--- config.mk ---
export PLATFORM = sky130hd
export DESIGN_NAME = qvr_divider
export DESIGN_NICKNAME = d
export VERILOG_FILES = /design/src/sv/quaternion_vector_rotate_core_defines.svh /design/src/sv/qvr_pkg.sv /design/src/sv/qvr_divider.sv
export SDC_FILE = /design/constraint.sdc
export NUM_CORES = 2
export LEC_CHECK = 0
export BUFFER_PORTS_ARGS = -buffer_cell sky130_fd_sc_hd__buf_2
export CORE_MARGIN = 1.5
export CORE_UTILIZATION = 40
export CTS_CLUSTER_SIZE = 20
export DETAILED_ROUTE_END_ITERATION = 10
export SLEW_MARGIN = 25
export SYNTH_ARGS = -nofsm -noshare
export SYNTH_HDL_FRONTEND = slang
export SYNTH_SLANG_ARGS = --single-unit
--- constraint.sdc ---
create_clock -name clock -period 12.8 [get_ports clock]
set_input_delay 0.64 -clock clock [delete_from_list [all_inputs] [get_ports clock]]
set_output_delay 0.64 -clock clock [all_outputs]
set_load 0.1 [all_outputs]
--- src/sv/quaternion_vector_rotate_core_defines.svh ---
// Assertion macros for the quaternion vector rotate core.
// No dependencies; included by files that carry concurrent checks.
`ifndef QUATERNION_VECTOR_ROTATE_CORE_DEFINES_SVH
`define QUATERNION_VECTOR_ROTATE_CORE_DEFINES_SVH
`ifndef SYNTHESIS
`define QVR_ASSERT_IMPLIES(label, clk, rst, ante, cons) \
   label: assert property (@(posedge clk) disable iff (rst) (ante) |-> (cons)) \
      else $error("qvr check failed");
`define QVR_ASSERT_NEVER(label, clk, rst, cond) \
   label: assert property (@(posedge clk) disable iff (rst) !(cond)) \
      else $error("qvr forbidden condition");
`else
`define QVR_ASSERT_IMPLIES(label, clk, rst, ante, cons)
`define QVR_ASSERT_NEVER(label, clk, rst, cond)
`endif
`endif

--- src/sv/qvr_pkg.sv ---
// Shared types and default constants for the quaternion vector rotate core.
// No dependencies.
package qvr_pkg;
   localparam int COMPONENT_WIDTH_DEFAULT = 16;
   localparam int LANES = 3;

   typedef struct packed {
      logic valid;
      logic neg;
      logic sat;
      logic zero;
   } qvr_flags_type;
endpackage

--- src/sv/qvr_divider.sv ---
// Pipelined restoring divider, one quotient bit per stage, then round and clamp.
// Depends on qvr_pkg.
module qvr_divider
   import qvr_pkg::*;
#(
   parameter int CW = COMPONENT_WIDTH_DEFAULT,
   parameter int NW = 3 * CW + 6,
   parameter int NORM_W = 2 * CW + 2
) (
   input  logic              clock,
   input  logic              reset,
   input  qvr_flags_type     in_flags,
   input  logic [NW-1:0]     in_mag,
   input  logic [NORM_W-1:0] in_norm,
   output logic              out_valid,
   output logic [CW-1:0]     out_rot
);
   logic [NORM_W-1:0] rem_ff [CW];
   logic [CW-1:0] quo_ff [CW];
   logic [CW-1:0] low_ff [CW];
   logic [NORM_W-1:0] norm_ff [CW];
   qvr_flags_type flags_ff [CW];

   for (genvar k = 0; k < CW; k++) begin : g_stage
      logic [NORM_W-1:0] rem_src;
      logic [CW-1:0] quo_src;
      logic [CW-1:0] low_src;
      logic [NORM_W-1:0] norm_src;
      qvr_flags_type flags_src;
      logic [NORM_W:0] trial;
      logic ge;

      if (k == 0) begin : g_first
         assign rem_src   = in_mag[CW +: NORM_W];
         assign quo_src   = '0;
         assign low_src   = in_mag[CW-1:0];
         assign norm_src  = in_norm;
         assign flags_src = in_flags;
      end else begin : g_next
         assign rem_src   = rem_ff[k-1];
         assign quo_src   = quo_ff[k-1];
         assign low_src   = low_ff[k-1];
         assign norm_src  = norm_ff[k-1];
         assign flags_src = flags_ff[k-1];
      end

      assign trial = {rem_src, low_src[CW-1-k]};
      assign ge    = trial >= {1'b0, norm_src};

      always_ff @(posedge clock) begin
         if (reset) begin
            flags_ff[k].valid <= 1'b0;
         end else begin
            flags_ff[k].valid <= flags_src.valid;
         end
         flags_ff[k].neg  <= flags_src.neg;
         flags_ff[k].sat  <= flags_src.sat;
         flags_ff[k].zero <= flags_src.zero;
         rem_ff[k]  <= ge ? NORM_W'(trial - {1'b0, norm_src}) : NORM_W'(trial);
         quo_ff[k]  <= (quo_src << 1) | CW'(ge);
         low_ff[k]  <= low_src;
         norm_ff[k] <= norm_src;
      end
   end

   localparam logic [CW:0] POS_MAX = {2'b00, {(CW-1){1'b1}}};
   localparam logic [CW:0] NEG_MAX = {2'b01, {(CW-1){1'b0}}};

   qvr_flags_type fl;
   logic [CW:0] q_round;
   logic round_up;
   logic [CW-1:0] rot_in;
   logic valid_ff;
   logic [CW-1:0] rot_ff;

   assign fl       = flags_ff[CW-1];
   assign round_up = {rem_ff[CW-1], 1'b0} >= {1'b0, norm_ff[CW-1]};
   assign q_round  = {1'b0, quo_ff[CW-1]} + (CW+1)'(round_up);

   always_comb begin
      if (fl.zero) begin
         rot_in = '0;
      end else if (fl.neg) begin
         rot_in = (fl.sat || q_round > NEG_MAX) ? NEG_MAX[CW-1:0] : CW'(-q_round);
      end else begin
         rot_in = (fl.sat || q_round > POS_MAX) ? POS_MAX[CW-1:0] : q_round[CW-1:0];
      end
   end

   always_ff @(posedge clock) begin
      if (reset) begin
         valid_ff <= 1'b0;
      end else begin
         valid_ff <= fl.valid;
      end
      rot_ff <= rot_in;
   end

   assign out_valid = valid_ff;
   assign out_rot   = rot_ff;
endmodule

# After elaboration in Yosys (flattened, before gate mapping)
# Memories as Yosys holds them, arrays and structs flattened.
# Cells that the tools add are included.
# word_totals
word_cells,115
out_inout_bits,17
register_bits,17
mem_bits_ro,0
ram_bits,1664
latchBits,0
n_memories,5
# mem_list
name,words,word_bits,rd,rd_clocked_by_memory_dff,wr,line_no,text
norm_ff,16,34,16,0,16,qvr_divider.sv:21,logic [NORM_W-1:0] norm_ff [CW];
rem_ff,16,34,16,0,16,qvr_divider.sv:18,logic [NORM_W-1:0] rem_ff [CW];
low_ff,16,16,15,0,16,qvr_divider.sv:20,logic [CW-1:0] low_ff [CW];
quo_ff,16,16,16,0,16,qvr_divider.sv:19,logic [CW-1:0] quo_ff [CW];
flags_ff,16,4,16,0,16,qvr_divider.sv:22,qvr_flags_type flags_ff [CW];
# classes
eq_ne,0
bitwise,31
n_reduce_logical,2
div_mod_pow,0
shifts,0
add_sub_neg,18
mux,38
order_cmp,19
mul,0
# op_table
operator,n
$ge A35 B34 Y1,17
$mux W34,16
$sub A34 B34 Y34,16
$or A16 B1 Y16,15
$mux W16,3
$mux W1,19
$add A16 B1 Y17,1
$gt A17 B15 Y1 const B,1
$gt A17 B16 Y1 const B,1
$neg A16 Y16,1
$or A1 B1 Y1,16
$logic_or A1 B1 Y1,2

# Depth between registers and ports, before layout
# An unclocked memory read counts as a cell.
# depth
ltp_word,7
mapped_depth,26
mapped_depth_nobuf,24

# Least setup slack after synthesis
# No wires, ideal clock.
# synth_path
kind,reg-to-reg
from,mem norm_ff[1][266] (netlist name)
to,reg rot_ff[4] (netlist: out_rot[4])
stages_incl_launch_ff,25
arrival_time_ps,4290
setup_time_ps,79
slack_ps,8431
cell_sequence,dfxtp_1 inv_1 ha_1 a21o_1 a21o_1 a21oi_1 nor2b_1 o21ai_0 nand2b_1 a2111oi_0 o31ai_1 ha_1 ha_1 nand2b_1 nor4_1 o21ai_0 a2111oi_2 nand4_1 o21bai_1 a21oi_2 nor2b_1 buf_4 buf_6 nand3_1 o211ai_1
# synth_lines
item,line_no,text
start: declaration,qvr_divider.sv:21,
end signal: assignment,qvr_divider.sv:96,rot_ff <= rot_in;
end: declaration,qvr_divider.sv:74,logic [CW-1:0] rot_ff;

==> qor.yml <==
cp-startpoint: "norm_ff[1][239]"
vdd_drop_max_v: 0.000179
setup_ws_ns: 6.63
power_density_nw_per_um2: 288
coreArea_um2: 163000
synth_nets: 7834
crit_path_max_incr_delay_ns: 0.60
grt.total_usage_pct: 18.7
cts_made_buffers: 156
place.gp.congestion: 0.917
tightest_slew_ns: 1.02
power.leakage_nw: 34.6
path_buf_inv: 1
synth.top_cell.area_share_pct: 43.4
synth_area_leaders: "dfxtp_1 (43%), ha_1 (11%), inv_1 (4.4%), a21oi_1 (3.9%), xnor2_1 (3.4%)"
die_h_um: 408
seq_area_um2: 28500
critPathLaunchType: "flop"
finalCritPeriodShare_pct: 48.2
crit_cells: 24
cap_viol_max_count: 0
netlist.top_cell.by_area: "dfxtp_1"
synth_commonest_cells: "dfxtp_1 (1425), inv_1 (768), ha_1 (582)"
fin_skew_ns: 0.0439
yosys_warnings: 0
root_buffer: "clkbuf_16"
setup_viol: 0
yosysMostFrequentCell: "dfxtp_1"
avgSynthCellArea_um2: 9.20
cts.clk_slew.worst_paths_ns: 0.06
crit_end: "out_rot[2]"
drt_wl_total_um: 160000
clkLatencyLatePin_ns: 0.81
dp_hpwl_um: 126000
crit_family: "compound AO/OA/AOI/OAI gates"
synth_flop_cell: "dfxtp_1"
grt_pass1_wl_um: 252000
wl_per_cell_um: 16.6
htree_levels: 4
cts_setup_buffers: 0
finalCriticalPeriod_ns: 6.17
drc: 0
fmax_mhz: 162
cts_tree: "built"
multi_input_area_um2: 33700
timing.rr.end: "out_rot[2]"
hp-class: "primary input to flop"
vias_per_cell: 5.12
synth_cell_types: 91
worst-setup-path-type: "flop to flop"
rsz0062_at_grt: "false"
worst_ep_required_time_ns: 13.51
arrival_ns: 6.87
cts_sinks: 1425
syn2layout_area_growth_pct: 13.3
firstDrtPassIters: 5
die_x_um: 408
endpoint_kind: "flop"
die_area_um2: 167000
vias: 49200
grt-ovfl-total: 0
grt_max_degree: 65
drtIter0Drc: 2879
synth_edf_count: 0
antenna_found_initial: 0
core.rowCount: 148
postSynthCellCount: 7142
start_util_pct: 40.3
grt_pass1_vias: 47900
pin_count: 111
drive_gt1_share_pct: 8.66
synth_seq_cells: 1425
slew_viol_final: 0
yosysSeqAreaShare_pct: 43.4
detail-route-antenna-nets: 0
path_cells: "inv_1 > ha_1 > nor2b_1 > o21a_1 > nor2_1 > o21ai_0 > nor2_1 > o21ai_0 > nand2_1 > o211ai_1 > a21oi_1 > o31ai_1 > ha_1 > ha_1 > nand3_1 > xor2_1 > nand3_1 > a2111oi_2 > nand4_1 > o21bai_1 > a21oi_2 > nor2b_2 > a21oi_1 > o211ai_1"
nNetsFinal: 8016
status: "finished, final reports clean"
io_buffers: 106
slew-limit-headroom_pct: 30.9
clock_path_buffers: 3
reg2reg_depth: 24
fillers: 15700
pre_cts_slack_ns: 6.37
syn_area_um2: 65700
path_common_cell: "ha_1"
r2r_start: "norm_ff[1][239]"
async_reset_ff_share_pct: 0
tns_ns: 0
crit_path_max_fanout: 16
finalHoldViolCount: 0
r2r_setup_slack_ns: 6.63
cp_slowest_cell: "o31ai_1"
==> logic make-up after synthesis <==
family                   Yosys count  synth area share [%]
AO/OA/AOI/OAI                   1863                  18.2
AND/OR/NAND/NOR                 1691                  12.2
multiplexers                     185                  3.14
adder cells (fa/ha/maj)          598                  11.6
XOR/XNOR                         456                  6.08
flip-flops                      1425                  43.4
buffers and inverters            924                  5.40
==> cells in the final DEF (no fill, tap or decap), types with 27 or more instances in the layout <==
cell type | netlist | routed
a211oi_1 | 35 | 35
a21o_1 | 286 | 285
a21oi_1 | 516 | 516
a31oi_1 | 77 | 75
and3_1 | 63 | 62
buf_2 | 24 | 106
clkbuf_1 | 108 | 28
clkbuf_16 | 0 | 158
clkbuf_8 | 0 | 32
clkinv_2 | 0 | 28
dfxtp_1 | 1425 | 1425
dlygate4sd3_1 | 0 | 52
ha_1 | 582 | 582
inv_1 | 768 | 768
mux2_2 | 170 | 170
nand2_1 | 575 | 575
nand2b_1 | 77 | 77
nand3_1 | 134 | 134
nand4_1 | 90 | 90
nor2_1 | 403 | 400
nor2b_1 | 88 | 87
nor3_1 | 84 | 84
nor4_1 | 28 | 27
o211ai_1 | 27 | 27
o21a_1 | 69 | 69
o21ai_0 | 430 | 430
o21bai_1 | 91 | 91
o31ai_1 | 45 | 45
or3_1 | 38 | 38
xnor2_1 | 258 | 258
xor2_1 | 198 | 198
==> power by group <==
group	switching, W	leakage (nW)	internal [W]
Clock	0.00185	2.62	0.00272
Sequential	0.000747	12.0	0.00577
Combinational	0.00590	19.9	0.00443
==> registers in the layout, indices dropped and copies added (netlist names) <==
register and flops:
flags_ff 64, low_ff 120, norm_ff 544, out_rot 16, out_valid 1, quo_ff 136
rem_ff 544
==> metrics by stage <==
stage          cells  hold WS, ns  total power, W  utilization (%)  area (µm²)
5_1_grt         9624       0.0377          0.0231             45.7       74500
3_5_place_dp    9289        0.312          0.0169             42.1       68600
2_1_floorplan   7142        0.310          0.0143                -       65700
3_3_place_gp    9288        0.309          0.0167             42.1       68500
4_1_cts         9624      0.00991          0.0216             45.7       74500
6_report        9625       0.0848          0.0214             45.7       74500
==> worst register-to-register path, cell delays in order (launching register included) <==
cell	delay (ns)
dfxtp_1	0.30
inv_1	0.04
ha_1	0.25
nor2b_1	0.17
o21a_1	0.13
nor2_1	0.04
o21ai_0	0.13
nor2_1	0.07
o21ai_0	0.35
nand2_1	0.11
o211ai_1	0.15
a21oi_1	0.21
o31ai_1	0.61
ha_1	0.41
ha_1	0.34
nand3_1	0.13
xor2_1	0.42
nand3_1	0.17
a2111oi_2	0.39
nand4_1	0.23
o21bai_1	0.23
a21oi_2	0.27
nor2b_2	0.56
a21oi_1	0.15
o211ai_1	0.23
==> what timing repair did <==
item / in CTS / in global routing
hold endpoints to repair: 52 / 0
setup endpoints to repair: 0 / 0
hold buffers: 52 / 0
resized for setup: 0 / 0
==> area by class of cell <==
class,count,share of cell area [%]
timing repair buffer,177,1.63
inverter,771,3.89
tap,2175,3.65
multi-input combinational,4793,45.3
clock inverter,65,1.16
sequential,1425,38.3
clock buffer,218,6.04
antenna,1,0.00336
==> layer usage <==
layer	vias up	GRT usage (%)	share of wire, %
li1	25100	-	-
met1	22900	21.9	42
met2	931	33.9	50
met3	315	2.65	3.8
met4	0	8.09	4.0
met5	-	0	0
==> worst min-delay path by stage <==
stage / startpoint / end / cells past startpoint
2_1_floorplan: flags_ff[0][6] / flags_ff[0][10] / 0
3_3_place_gp: flags_ff[1][20] / flags_ff[1][24] / 0
3_5_place_dp: flags_ff[0][12] / flags_ff[0][16] / 0
4_1_cts: in_mag[11] / low_ff[0][11] / 1
5_1_grt: in_mag[11] / low_ff[0][11] / 1
6_report: in_mag[11] / low_ff[0][11] / 1
(Power assumes the default switching activity.)
